### src/rtl/mpcd_pkg.sv
// Package for the multichannel pulse counter driver.
// Holds channel constants, action and result codes, payload structs and
// the command/status bundles between controller and datapath. No dependencies.
package mpcd_pkg;

  // Channel count and the width of a channel number (fixed by the item field)
  localparam int unsigned CHANNELS = 16;
  localparam int unsigned CH_W     = 4;
  localparam int unsigned PIN_W    = 16;

  // Counter widths
  localparam int unsigned CNT_W   = 32;
  localparam int unsigned TIMER_W = 18;
  localparam int unsigned TIME_W  = 16;
  localparam int unsigned STEP_W  = 8;

  localparam logic [STEP_W-1:0] TICK_STEP_RESET = 8'd2;
  localparam logic [CNT_W-1:0]  REPORT_CAP      = 32'h0000_FFFF;

  // Item actions
  typedef enum logic [2:0] {
    ACT_TICK      = 3'd0,
    ACT_SETUP     = 3'd1,
    ACT_ADD       = 3'd2,
    ACT_CLEAR     = 3'd3,
    ACT_CLEAR_ALL = 3'd4
  } action_e;

  // Result kinds
  localparam logic KIND_STATUS = 1'b0;
  localparam logic KIND_REPORT = 1'b1;

  typedef struct packed {
    logic [2:0]        action;
    logic [CH_W-1:0]   channel;
    logic              enable;
    logic              active_high;
    logic [TIME_W-1:0] setup_time;
    logic [TIME_W-1:0] hold_time;
    logic [15:0]       add_count;
    logic              report_accept;
  } in_item_t;

  typedef struct packed {
    logic             kind;
    logic [CH_W-1:0]  report_channel;
    logic [15:0]      ack_count;
    logic [PIN_W-1:0] pin_levels;
    logic [PIN_W-1:0] pin_owned;
    logic             last;
  } out_item_t;

  // Controller to datapath
  typedef struct packed {
    logic            op_en;      // apply a non-tick item from the input payload
    logic            latch_en;   // capture tick qualifiers on transfer
    logic            walk_en;    // process one channel of a tick
    logic [CH_W-1:0] idx;        // channel being walked
    logic            status_en;  // load the closing pin status result
  } cmd_t;

  // Datapath to controller
  typedef struct packed {
    logic slot_free;             // output register can take a result this cycle
  } status_t;

endpackage

### src/rtl/mpcd_ctrl.sv
// Controller for the multichannel pulse counter driver.
// Sequences item transfer, the per-channel tick walk and the closing status
// result. Depends on mpcd_pkg.
module mpcd_ctrl (
  input  logic             clk_i,
  input  logic             rst_ni,
  input  logic             in_valid_i,
  input  logic [2:0]       action_i,
  output logic             in_ready_o,
  input  mpcd_pkg::status_t sts_i,
  output mpcd_pkg::cmd_t   cmd_o
);
  import mpcd_pkg::*;

  typedef enum logic [1:0] {
    ST_IDLE,
    ST_WALK,
    ST_STATUS
  } state_e;

  state_e          state_q, state_d;
  logic [CH_W-1:0] idx_q, idx_d;
  logic            in_xfer;
  logic            is_tick;
  logic            idx_last;

  assign in_ready_o = (state_q == ST_IDLE);
  assign in_xfer    = in_valid_i && in_ready_o;
  assign is_tick    = (action_i == ACT_TICK);
  assign idx_last   = (int'(idx_q) == int'(CHANNELS) - 1);

  // Commands and next state
  always_comb begin
    state_d         = state_q;
    idx_d           = idx_q;
    cmd_o           = '0;
    cmd_o.idx       = idx_q;
    unique case (state_q)
      ST_IDLE: begin
        if (in_xfer) begin
          cmd_o.latch_en = 1'b1;
          cmd_o.op_en    = !is_tick;
          idx_d          = '0;
          state_d        = is_tick ? ST_WALK : ST_STATUS;
        end
      end
      ST_WALK: begin
        if (sts_i.slot_free) begin
          cmd_o.walk_en = 1'b1;
          if (idx_last) begin
            state_d = ST_STATUS;
          end else begin
            idx_d = idx_q + 1'b1;
          end
        end
      end
      ST_STATUS: begin
        if (sts_i.slot_free) begin
          cmd_o.status_en = 1'b1;
          state_d         = ST_IDLE;
        end
      end
      default: state_d = ST_IDLE;
    endcase
  end

  // State register
  always_ff @(posedge clk_i or negedge rst_ni) begin
    if (!rst_ni) begin
      state_q <= ST_IDLE;
      idx_q   <= '0;
    end else begin
      state_q <= state_d;
      idx_q   <= idx_d;
    end
  end

endmodule

### src/rtl/mpcd_datapath.sv
// Datapath for the multichannel pulse counter driver.
// Per-channel state, tick arithmetic, the tick_step register and the output
// result register. Depends on mpcd_pkg.
module mpcd_datapath (
  input  logic                  clk_i,
  input  logic                  rst_ni,
  input  mpcd_pkg::cmd_t        cmd_i,
  output mpcd_pkg::status_t     sts_o,
  input  mpcd_pkg::in_item_t    in_item_i,
  input  logic                  cfg_we_i,
  input  logic [7:0]            cfg_wdata_i,
  input  logic                  out_ready_i,
  output logic                  out_valid_o,
  output mpcd_pkg::out_item_t   out_item_o
);
  import mpcd_pkg::*;

  // Per-channel flags (read everywhere for pin status)
  logic [CHANNELS-1:0] enabled_q, polarity_q, active_q;
  // Per-channel words (read at one address)
  logic [TIME_W-1:0]  setup_q [CHANNELS];
  logic [TIME_W-1:0]  hold_q  [CHANNELS];
  logic [CNT_W-1:0]   pend_q  [CHANNELS];
  logic [CNT_W-1:0]   done_q  [CHANNELS];
  logic [TIMER_W-1:0] timer_q [CHANNELS];

  logic [STEP_W-1:0] step_q;
  logic              accept_q;
  logic              out_valid_q;
  out_item_t         out_q;

  logic [CH_W-1:0]    addr;
  logic               ch_ok;
  logic               rd_en;
  logic [CNT_W-1:0]   rd_pend, rd_done;
  logic [TIMER_W-1:0] rd_timer;
  logic [TIME_W-1:0]  rd_setup, rd_hold;

  logic               wr_en, wr_enabled, wr_pol, wr_active;
  logic [TIME_W-1:0]  wr_setup, wr_hold;
  logic [CNT_W-1:0]   wr_pend, wr_done;
  logic [TIMER_W-1:0] wr_timer;
  logic               clr_all;

  logic               has_rep;
  logic [15:0]        rep_cnt;
  logic [CNT_W-1:0]   done_red;
  logic [TIMER_W-1:0] t_next;
  logic [TIME_W:0]    pulse_end;
  logic [CNT_W:0]     add_sum;

  logic [PIN_W-1:0]   levels, owned;
  logic               slot_free;

  assign slot_free       = !out_valid_q || out_ready_i;
  assign sts_o.slot_free = slot_free;

  assign addr  = cmd_i.walk_en ? cmd_i.idx : in_item_i.channel;
  assign ch_ok = (int'(in_item_i.channel) < int'(CHANNELS));

  assign rd_en    = enabled_q[addr];
  assign rd_pend  = pend_q[addr];
  assign rd_done  = done_q[addr];
  assign rd_timer = timer_q[addr];
  assign rd_setup = setup_q[addr];
  assign rd_hold  = hold_q[addr];

  // Report of the walked channel, capped to 16 bits
  assign has_rep = rd_en && (rd_done != '0);
  assign rep_cnt = (rd_done >= REPORT_CAP) ? 16'hFFFF : rd_done[15:0];
  always_comb begin
    if (!accept_q) begin
      done_red = rd_done;
    end else if (rd_done >= REPORT_CAP) begin
      done_red = rd_done - REPORT_CAP;
    end else begin
      done_red = '0;
    end
  end

  // Phase timer wraps at 18 bits
  assign t_next    = rd_timer + TIMER_W'(step_q);
  assign pulse_end = {1'b0, rd_setup} + {1'b0, rd_hold};
  assign add_sum   = {1'b0, rd_pend} + (CNT_W + 1)'(in_item_i.add_count);

  // Next values of the addressed entry
  always_comb begin
    wr_en      = 1'b0;
    wr_enabled = rd_en;
    wr_pol     = polarity_q[addr];
    wr_active  = active_q[addr];
    wr_setup   = rd_setup;
    wr_hold    = rd_hold;
    wr_pend    = rd_pend;
    wr_done    = rd_done;
    wr_timer   = rd_timer;
    clr_all    = 1'b0;
    if (cmd_i.walk_en && rd_en) begin
      wr_en   = 1'b1;
      wr_done = done_red;
      if (rd_pend != '0) begin
        if (t_next < TIMER_W'(rd_setup)) begin
          wr_timer  = t_next;
          wr_active = 1'b0;
        end else if (t_next < TIMER_W'(pulse_end)) begin
          wr_timer  = t_next;
          wr_active = 1'b1;
        end else begin
          wr_pend   = rd_pend - 1'b1;
          wr_timer  = '0;
          wr_active = 1'b0;
          if (done_red != '1) begin
            wr_done = done_red + 1'b1;
          end
        end
      end
    end else if (cmd_i.op_en) begin
      unique case (in_item_i.action)
        ACT_SETUP: begin
          wr_en      = ch_ok;
          wr_enabled = in_item_i.enable;
          wr_pol     = in_item_i.active_high;
          wr_setup   = in_item_i.setup_time;
          wr_hold    = in_item_i.hold_time;
          wr_pend    = '0;
          wr_done    = '0;
          wr_timer   = '0;
          wr_active  = 1'b0;
        end
        ACT_ADD: begin
          wr_en   = ch_ok;
          wr_pend = add_sum[CNT_W] ? '1 : add_sum[CNT_W-1:0];
        end
        ACT_CLEAR: begin
          wr_en     = ch_ok;
          wr_pend   = '0;
          wr_timer  = '0;
          wr_active = 1'b0;
        end
        ACT_CLEAR_ALL: clr_all = 1'b1;
        default: ;
      endcase
    end
  end

  // Channel state
  always_ff @(posedge clk_i or negedge rst_ni) begin
    if (!rst_ni) begin
      enabled_q  <= '0;
      polarity_q <= '0;
      active_q   <= '0;
      for (int i = 0; i < int'(CHANNELS); i++) begin
        setup_q[i] <= '0;
        hold_q[i]  <= '0;
        pend_q[i]  <= '0;
        done_q[i]  <= '0;
        timer_q[i] <= '0;
      end
    end else if (clr_all) begin
      for (int i = 0; i < int'(CHANNELS); i++) begin
        if (enabled_q[i]) begin
          pend_q[i]   <= '0;
          active_q[i] <= 1'b0;
        end
      end
    end else if (wr_en) begin
      enabled_q[addr]  <= wr_enabled;
      polarity_q[addr] <= wr_pol;
      active_q[addr]   <= wr_active;
      setup_q[addr]    <= wr_setup;
      hold_q[addr]     <= wr_hold;
      pend_q[addr]     <= wr_pend;
      done_q[addr]     <= wr_done;
      timer_q[addr]    <= wr_timer;
    end
  end

  // Tick step register and tick qualifier
  always_ff @(posedge clk_i or negedge rst_ni) begin
    if (!rst_ni) begin
      step_q   <= TICK_STEP_RESET;
      accept_q <= 1'b0;
    end else begin
      if (cfg_we_i) begin
        step_q <= cfg_wdata_i;
      end
      if (cmd_i.latch_en) begin
        accept_q <= in_item_i.report_accept;
      end
    end
  end

  // Pin levels and ownership of the first sixteen channels
  always_comb begin
    levels = '0;
    owned  = '0;
    for (int i = 0; i < int'(CHANNELS) && i < int'(PIN_W); i++) begin
      owned[i]  = enabled_q[i];
      levels[i] = enabled_q[i] && (active_q[i] ? polarity_q[i] : !polarity_q[i]);
    end
  end

  // Output result register
  always_ff @(posedge clk_i or negedge rst_ni) begin
    if (!rst_ni) begin
      out_valid_q <= 1'b0;
    end else if ((cmd_i.walk_en && has_rep) || cmd_i.status_en) begin
      out_valid_q <= 1'b1;
    end else if (out_ready_i) begin
      out_valid_q <= 1'b0;
    end
  end

  always_ff @(posedge clk_i) begin
    if (cmd_i.walk_en && has_rep) begin
      out_q.kind           <= KIND_REPORT;
      out_q.report_channel <= cmd_i.idx;
      out_q.ack_count      <= rep_cnt;
      out_q.pin_levels     <= levels;
      out_q.pin_owned      <= owned;
      out_q.last           <= 1'b0;
    end else if (cmd_i.status_en) begin
      out_q.kind           <= KIND_STATUS;
      out_q.report_channel <= '0;
      out_q.ack_count      <= '0;
      out_q.pin_levels     <= levels;
      out_q.pin_owned      <= owned;
      out_q.last           <= 1'b1;
    end
  end

  assign out_valid_o = out_valid_q;
  assign out_item_o  = out_q;

endmodule

### src/rtl/multichannel_pulse_counter_driver.sv
// Top level of the multichannel pulse counter driver.
// Joins mpcd_ctrl and mpcd_datapath. Depends on mpcd_pkg.
//
//   channel  | handshake             | payload
//   ---------+-----------------------+---------------------------
//   input    | in_valid_i/in_ready_o | in_item_i  (in_item_t)
//   result   | out_valid_o/out_ready_i | out_item_o (out_item_t)
//   config   | cfg_we_i              | cfg_wdata_i (tick_step)
//
// A tick walks the channel entries in order after the transfer, one entry
// per cycle while the output register is free, then loads the pin status
// result. Every other item goes straight to its status result. Each result
// waits for a free output register, so a stalled result port delays it.
// Reset (rst_ni low, asynchronous) clears all channel state; tick_step = 2.
module multichannel_pulse_counter_driver (
  input  logic                 clk_i,
  input  logic                 rst_ni,
  input  logic                 in_valid_i,
  output logic                 in_ready_o,
  input  mpcd_pkg::in_item_t   in_item_i,
  output logic                 out_valid_o,
  input  logic                 out_ready_i,
  output mpcd_pkg::out_item_t  out_item_o,
  input  logic                 cfg_we_i,
  input  logic [7:0]           cfg_wdata_i
);
  import mpcd_pkg::*;

  cmd_t    cmd;
  status_t sts;

  // Sequencer
  mpcd_ctrl u_ctrl (
    .clk_i      (clk_i),
    .rst_ni     (rst_ni),
    .in_valid_i (in_valid_i),
    .action_i   (in_item_i.action),
    .in_ready_o (in_ready_o),
    .sts_i      (sts),
    .cmd_o      (cmd)
  );

  // Channel state and results
  mpcd_datapath u_dp (
    .clk_i       (clk_i),
    .rst_ni      (rst_ni),
    .cmd_i       (cmd),
    .sts_o       (sts),
    .in_item_i   (in_item_i),
    .cfg_we_i    (cfg_we_i),
    .cfg_wdata_i (cfg_wdata_i),
    .out_ready_i (out_ready_i),
    .out_valid_o (out_valid_o),
    .out_item_o  (out_item_o)
  );

endmodule

### config.mk
export PLATFORM = sky130hd
export DESIGN_NAME = multichannel_pulse_counter_driver
export DESIGN_NICKNAME = d
export VERILOG_FILES = /design/src/rtl/mpcd_pkg.sv /design/src/rtl/mpcd_ctrl.sv /design/src/rtl/mpcd_datapath.sv /design/src/rtl/multichannel_pulse_counter_driver.sv
export SDC_FILE = /design/constraint.sdc
export NUM_CORES = 2
export LEC_CHECK = 0
export BUFFER_PORTS_ARGS = -buffer_cell sky130_fd_sc_hd__buf_2
export CORE_MARGIN = 10
export CORE_UTILIZATION = 45
export CTS_CLUSTER_SIZE = 20
export DETAILED_ROUTE_END_ITERATION = 6
export PLACE_DENSITY = 0.72
export SLEW_MARGIN = 20
export SYNTH_ARGS = -nofsm -noshare
export SYNTH_HDL_FRONTEND = slang
export SYNTH_SLANG_ARGS = --single-unit
export TNS_END_PERCENT = 30
### constraint.sdc
create_clock -name clk_i -period 12.7 [get_ports clk_i]
set_clock_uncertainty 0.15 [all_clocks]
set_input_delay 2.54 -clock clk_i [delete_from_list [all_inputs] [get_ports clk_i]]
set_output_delay 2.54 -clock clk_i [all_outputs]
set_load 0.02 [all_outputs]
# == Word level (Yosys, flattened, before mapping) ==
# Cells that the tools add are included.
# totals
output_inout_bits,56
reg_bits,1942
in_bits,71
word_cells,381
# classes
muxes,156
n_addsub,7
n_eq_ne,29
n_bitwise,2
n_lt_le_gt_ge,7
n_reduce_logical,71
# op_table
cell,count
2-to-1 mux 32 bit,36
bitwise mux 512 bit,2
2-to-1 mux 512 bit,2
bitwise mux 256 bit,2
bitwise mux 288 bit,1
binary-select mux 32 bit (select 4 bit),2
2-to-1 mux 16 bit,14
2-to-1 mux 18 bit,9
binary-select mux 16 bit (select 4 bit),2
demux 32 bit (select 4 bit),1
2-to-1 mux 53 bit,2
binary-select mux 18 bit (select 4 bit),1
demux 18 bit (select 4 bit),1
demux 16 bit (select 4 bit),1
case mux 32 bit (2 select lines),1
nonzero test 32 bit,2
2-to-1 mux 1 bit,59
bitwise mux 16 bit,3
"!= test 2 x 1 -> 1 bit, second input constant",17
AND reduction 2 bit,17
adder 32 x 16 -> 33 bit,1
"adder 32 x 1 -> 32 bit, second input constant",1
"greater-or-equal comparator 32 x 16 -> 1 bit, second input constant",1
"!= test 32 bit, second input constant",1
35 further kinds,93

# == Logic depth before layout (Yosys ltp) ==
# logic_depth
word_depth,19
ltp_mapped,53
ltp_nobuf,36

# == Modules after synthesis ==
# Synthesis repeated with hierarchy kept, for this count alone.
# unflattened
cells_unflattened,8950
area_unflattened_um2,92513.7
# modules_own_cells
module,seq_area_each_um2,area_each_um2,n_inst,cells_per_inst
mpcd_datapath,48698.0,92122.1,1,8904
mpcd_ctrl,150.1,391.6,1,46

# == Worst setup path before layout ==
# OpenSTA, ideal clock, no wires.
# synth_path
path_type,input -> register
from,input port out_ready_i
to,register u_dp.pend_q[54] in the netlist's numbering
arrival_ps,11594
slack_ps,835
cell_stages,48
setup_ps,121
required_ps,12429
path_cell_list,nor2b_1 buf_6 o21ai_4 nand2_4 buf_6 buf_6 buf_6 buf_6 buf_4 buf_2 buf_2 buf_2 buf_2 buf_1 buf_2 mux4_2 nand2_1 a31oi_1 [12 not listed] a21oi_1 o21bai_1 a21oi_1 xor2_1 ha_1 nor2b_1 o21ai_0 nand2b_1 a21oi_1 nand3_1 o21ai_1 nor4b_2 nand2b_2 or3_1 xnor2_1 o32a_2 buf_4 a22o_1
# synth_via
elab_chain_cells,17
# synth_rtl
element,line_no,source
start: declaration,multichannel_pulse_counter_driver.sv:22,"input logic out_ready_i,"
logical OR 1 bit (*),mpcd_datapath.sv:55,assign slot_free = !out_valid_q || out_ready_i;
2-to-1 mux 1 bit (*),mpcd_ctrl.sv:48,if (sts_i.slot_free) begin
2-to-1 mux 1 bit (*),mpcd_ctrl.sv:38,unique case (state_q)
2-to-1 mux 4 bit,mpcd_datapath.sv:58,assign addr = cmd_i.walk_en ? cmd_i.idx : in_item_i.channel;
inverter 4 -> 5 bit (implied by the code),--,
binary-select mux 18 bit (select 4 bit) (tied with other cells),mpcd_datapath.sv:64,assign rd_timer = timer_q[addr];
2-to-1 mux 18 bit (implied by the code) (tied with other cells) (2 in series),mpcd_datapath.sv:64,
adder 18 x 8 -> 18 bit or adder 16 x 16 -> 17 bit (tied branches),"mpcd_datapath.sv:82, mpcd_datapath.sv:83",
less-than comparator 18 x 17 -> 1 bit,mpcd_datapath.sv:105,end else if (t_next < TIMER_W'(pulse_end)) begin
2-to-1 mux 32 bit,mpcd_datapath.sv:105,
2-to-1 mux 32 bit,mpcd_datapath.sv:102,if (t_next < TIMER_W'(rd_setup)) begin
2-to-1 mux 32 bit,mpcd_datapath.sv:101,if (rd_pend != '0) begin
2-to-1 mux 32 bit,mpcd_datapath.sv:98,if (cmd_i.walk_en && rd_en) begin
bitwise mux 512 bit,mpcd_datapath.sv:172,pend_q[addr] <= wr_pend;
2-to-1 mux 512 bit,mpcd_datapath.sv:166,end else if (wr_en) begin
2-to-1 mux 512 bit,mpcd_datapath.sv:159,end else if (clr_all) begin
end signal: indexed assignment,mpcd_datapath.sv:172,
end: declaration,mpcd_datapath.sv:23,logic [CNT_W-1:0] pend_q [CHANNELS];
# Mark *: on every way between the ends. The rest lies on a longest branch, timed or not. The select of a mux whose other input is x is not followed.
# A chain may end at the register's enable or synchronous reset.

# == Worst setup path in the final report ==
# layout_path
from,input port out_ready_i
to,register u_dp.done_q[272] in the netlist's numbering
# layout_via
elab_chain_cells,18
# layout_rtl
element,line_no,source
logical OR 1 bit (*),mpcd_datapath.sv:55,
2-to-1 mux 1 bit (*),mpcd_ctrl.sv:48,
2-to-1 mux 1 bit (*),mpcd_ctrl.sv:38,
2-to-1 mux 4 bit,mpcd_datapath.sv:58,
inverter 4 -> 5 bit (implied by the code),--,
binary-select mux 32 bit (select 4 bit),mpcd_datapath.sv:63,assign rd_done = done_q[addr];
2-to-1 mux 32 bit (implied by the code) (2 in series),mpcd_datapath.sv:63,
subtractor 32 x 16 -> 32 bit or greater-or-equal comparator 32 x 16 -> 1 bit (tied branches),"mpcd_datapath.sv:75, mpcd_datapath.sv:74",
2-to-1 mux 32 bit,mpcd_datapath.sv:74,end else if (rd_done >= REPORT_CAP) begin
2-to-1 mux 32 bit,mpcd_datapath.sv:72,if (!accept_q) begin
adder 32 x 1 -> 32 bit or != test 32 bit (tied branches),"mpcd_datapath.sv:113, mpcd_datapath.sv:112",
2-to-1 mux 32 bit,mpcd_datapath.sv:112,if (done_red != '1) begin
2-to-1 mux 32 bit,mpcd_datapath.sv:105,
2-to-1 mux 32 bit,mpcd_datapath.sv:102,
2-to-1 mux 32 bit,mpcd_datapath.sv:101,
2-to-1 mux 32 bit,mpcd_datapath.sv:98,
bitwise mux 512 bit,mpcd_datapath.sv:173,done_q[addr] <= wr_done;
end signal: indexed assignment,mpcd_datapath.sv:173,
end: declaration,mpcd_datapath.sv:24,logic [CNT_W-1:0] done_q [CHANNELS];
# Marked as above.

==> flow_metrics.py <==
metrics = {
    "yosys": {
        "synth_mux_area_frac": 0.121,
        "synthTopCellsByArea": "dfrtp_1, mux4_2, nand2_1",
        "synth_compound_area_frac": 0.172,
        "yosysWarnings": 0,
        "synth_top_area_frac": 0.489,
        "yosys.area_share.adder": 0.0105,
        "synth-simple-area-share": 0.137,
        "synth_enable_flop_cells": 52,
        "synth_top_family_by_area": "compound AO/OA/AOI/OAI gates",
        "synth_cell_types": 128,
        "synth-seq-cells": 1942,
        "synth_area_leader_cell": "dfrtp_1",
        "synth.most_common_cell": "nand2_1",
        "synth_seq_area_share": 0.506,
        "syn_area_per_cell_um2": 10.2,
        "synth_top_cells_by_count": "nand2_1, dfrtp_1, o21ai_0, clkbuf_1, nor2_1",
        "async_flop_share": 0.972,
        "syn_nets": 9571,
        "ys.flop_type": "dfrtp_1",
        "syn_inst": 9421,
        "synth_xor_area_frac": 0.0106,
        "syn_area_mm2": 0.0965,
    },
    "power_and_ir_drop": {
        "ir_drop_mv": 0.148,
        "powerDensity_mw_per_mm2": 179,
        "report.power.total_mw": 19.0,
        "leakage_nw": 47.2,
    },
    "worst_setup_path": {
        "crit_fanout": 62,
        "required_ns": 13.23,
        "endpoint_kind": "flip-flop",
        "crit_buf_inv": 3,
        "cp.arrival_ns": 11.65,
        "path_delay_family": "compound AO/OA/AOI/OAI gates",
        "worst-setup-path-type": "primary input to flip-flop",
        "cp-start-kind": "primary input",
        "path_common_cell": "a21oi_1",
        "crit_path_max_incr_delay_ns": 0.82,
        "cp_slowest_cell": "mux2i_2",
    },
    "clock_tree": {
        "root_buffer": "clkbuf_16",
        "clkLatencyLatePin_ns": 0.89,
        "cts_tree": "built",
        "htree_levels": 4,
        "path_clk_slew_ns": 0.06,
        "cts_buffer_depth": 3,
        "cts_resized": 0,
        "cts_num_sinks": 1942,
        "postCtsSetupRepairBufs": 0,
        "cts-hold-fix-buffers": 0,
        "cts-buffers-inserted": 196,
    },
    "timing": {
        "worst_pin_slew_ns": 1.17,
        "setup_ws_ns": 1.58,
        "hold_viol": 0,
        "slew_violations": 0,
        "setup_viol": 0,
        "tns_ns": 0,
        "rsz0062_at_grt": "false",
        "slew-limit-headroom": 0.200,
        "clock.fmax_mhz": 89.9,
        "fin_crit_ns": 11.12,
        "fin_crit_sh": 0.876,
        "holdWs_ns": 0.297,
    },
    "finish": {
        "syn_to_final_growth_pct": 10.3,
        "nets": 9275,
        "drive_above_1_share": 0.140,
        "fill_cells": 18700,
        "fin_cells": 12100,
    },
    "worst_hold_path": {
        "hold_path_class": "flip-flop to flip-flop",
    },
    "route": {
        "num_vias": 78000,
        "wl_mm": 318,
        "vias_per_cell": 6.44,
        "firstDrtPassIters": 7,
        "drc": 4,
        "wl_per_cell_um": 26.2,
        "ant_nets": 0,
        "drtIter0Drc": 10400,
    },
    "floorplanning": {
        "die_h_um": 483,
        "dieArea_mm2": 0.233,
        "coreArea_mm2": 0.213,
        "start_util": 0.454,
        "die_w_um": 483,
        "io-pin-count": 127,
        "rows": 169,
    },
    "flow_run": {
        "maxCapViolCount": 0,
    },
    "status": {
        "failed_checks": "design-rule violations",
        "status": "finished, violations left",
    },
    "placement": {
        "numPortBuffers": 126,
        "dpl.hpwl_mm": 187,
        "placed_cells": 11700,
        "finalWeightedCongestion": 0.956,
        "dpl_worst_slack_ns": 1.03,
    },
    "grt": {
        "grt_pass1_wl_mm": 482,
        "grt_pass1_vias": 77100,
        "grt_usage": 0.262,
        "grt_antenna_before_repair": 8,
        "grt_max_degree": 209,
        "overflow": 0,
    },
}
-- registers in the layout (all words and copies together) (netlist names) --
name,cells
u_dp.active_q,16
u_dp.pend_q,512
u_ctrl.state_q,2
u_dp.enabled_q,16
u_dp.accept_q,1
u_dp.hold_q,256
u_dp.polarity_q,16
u_ctrl.idx_q,4
u_dp.out_valid_o,1
u_dp.step_q,8
u_dp.setup_q,256
u_dp.out_item_o,54
u_dp.done_q,512
u_dp.timer_q,288
-- where the power goes --
group	switching, mW	internal, mW	leakage, nW
logic	3.05	1.80	17.6
registers	0.745	7.41	26.3
clock network	2.59	3.41	3.24
total	6.38	12.6	47.2
-- cells by family (layout without fill, tap and decap cells) --
family                     Yosys count  count (layout)
AOI/OAI and AO/OA                 2609            2609
buffers and inverters              914             775
muxes                              736             736
DFF                               1942            1942
xor gates and xnor gates           117             117
other                                0               5
and+or+nand+nor                   3024            3024
adders and majority gates           79              79
-- placed cells by master, fill, tap and decap left out, types with 73 or more instances in the layout --
cell type,count
a211oi_1,101
nand2_1,1895
a22o_1,449
a21oi_1,260
buf_4,202
ha_1,76
o21ai_0,1147
mux2_2,80
nor2_1,450
mux2i_1,307
clkbuf_16,198
mux4_2,331
buf_2,126
a22oi_1,80
nand2b_1,187
a31oi_1,112
and3_1,94
a32oi_1,73
xnor2_1,80
dfrtp_1,1886
-- per-stage QoR --
stage / cell area [um2] / util
after floorplan: 96500 / -
after global placement: 99500 / 0.468
after detailed placement: 99600 / 0.468
after CTS: 106000 / 0.499
after global routing: 106000 / 0.500
final: 106000 / 0.500
-- final timing paths --
path	from	to	slack, ns	cells past startpoint
worst max-delay path	out_ready_i	u_dp.done_q[272]	1.58	36
worst min register to register	u_dp.out_item_o[53]	u_dp.out_item_o[53]	0.30	2
min in group asynchronous	rst_ni	u_dp.hold_q[184]	1.53	1
worst min-delay path	u_dp.out_item_o[53]	u_dp.out_item_o[53]	0.30	2
worst max register to register	u_ctrl.state_q[0]	u_dp.done_q[272]	2.20	36
max in group asynchronous	rst_ni	u_dp.pend_q[68]	8.42	3
-- worst min-delay path, delay by kind of cell, from the launching register on --
family | cells | cell delay [ns]
AND/OR/NAND/NOR | 2 | 0.09
flip-flops | 1 | 0.31
-- area by class of cell --
type,instances,area (um2),share of cell area
antenna,5,12.5,0.000118
clock buffer,269,5550,0.0522
clock inverter,86,1050,0.00988
inverter,54,203,0.00190
multi-input combinational,6565,44300,0.416
sequential,1942,48900,0.459
tap,2821,3530,0.0332
timing repair buffer,366,2900,0.0273
-- per-layer routing --
| layer | global-route usage | up-vias | wire [um] |
|---|---|---|---|
| met5 | 0 | - | 41 |
| met4 | 0.117 | 6 | 15000 |
| met3 | 0.0680 | 918 | 36300 |
| met2 | 0.404 | 4635 | 142000 |
| met1 | 0.350 | 39300 | 124000 |
| li1 | - | 33100 | - |
No activity file was read; power rests on OpenSTA's default activity.
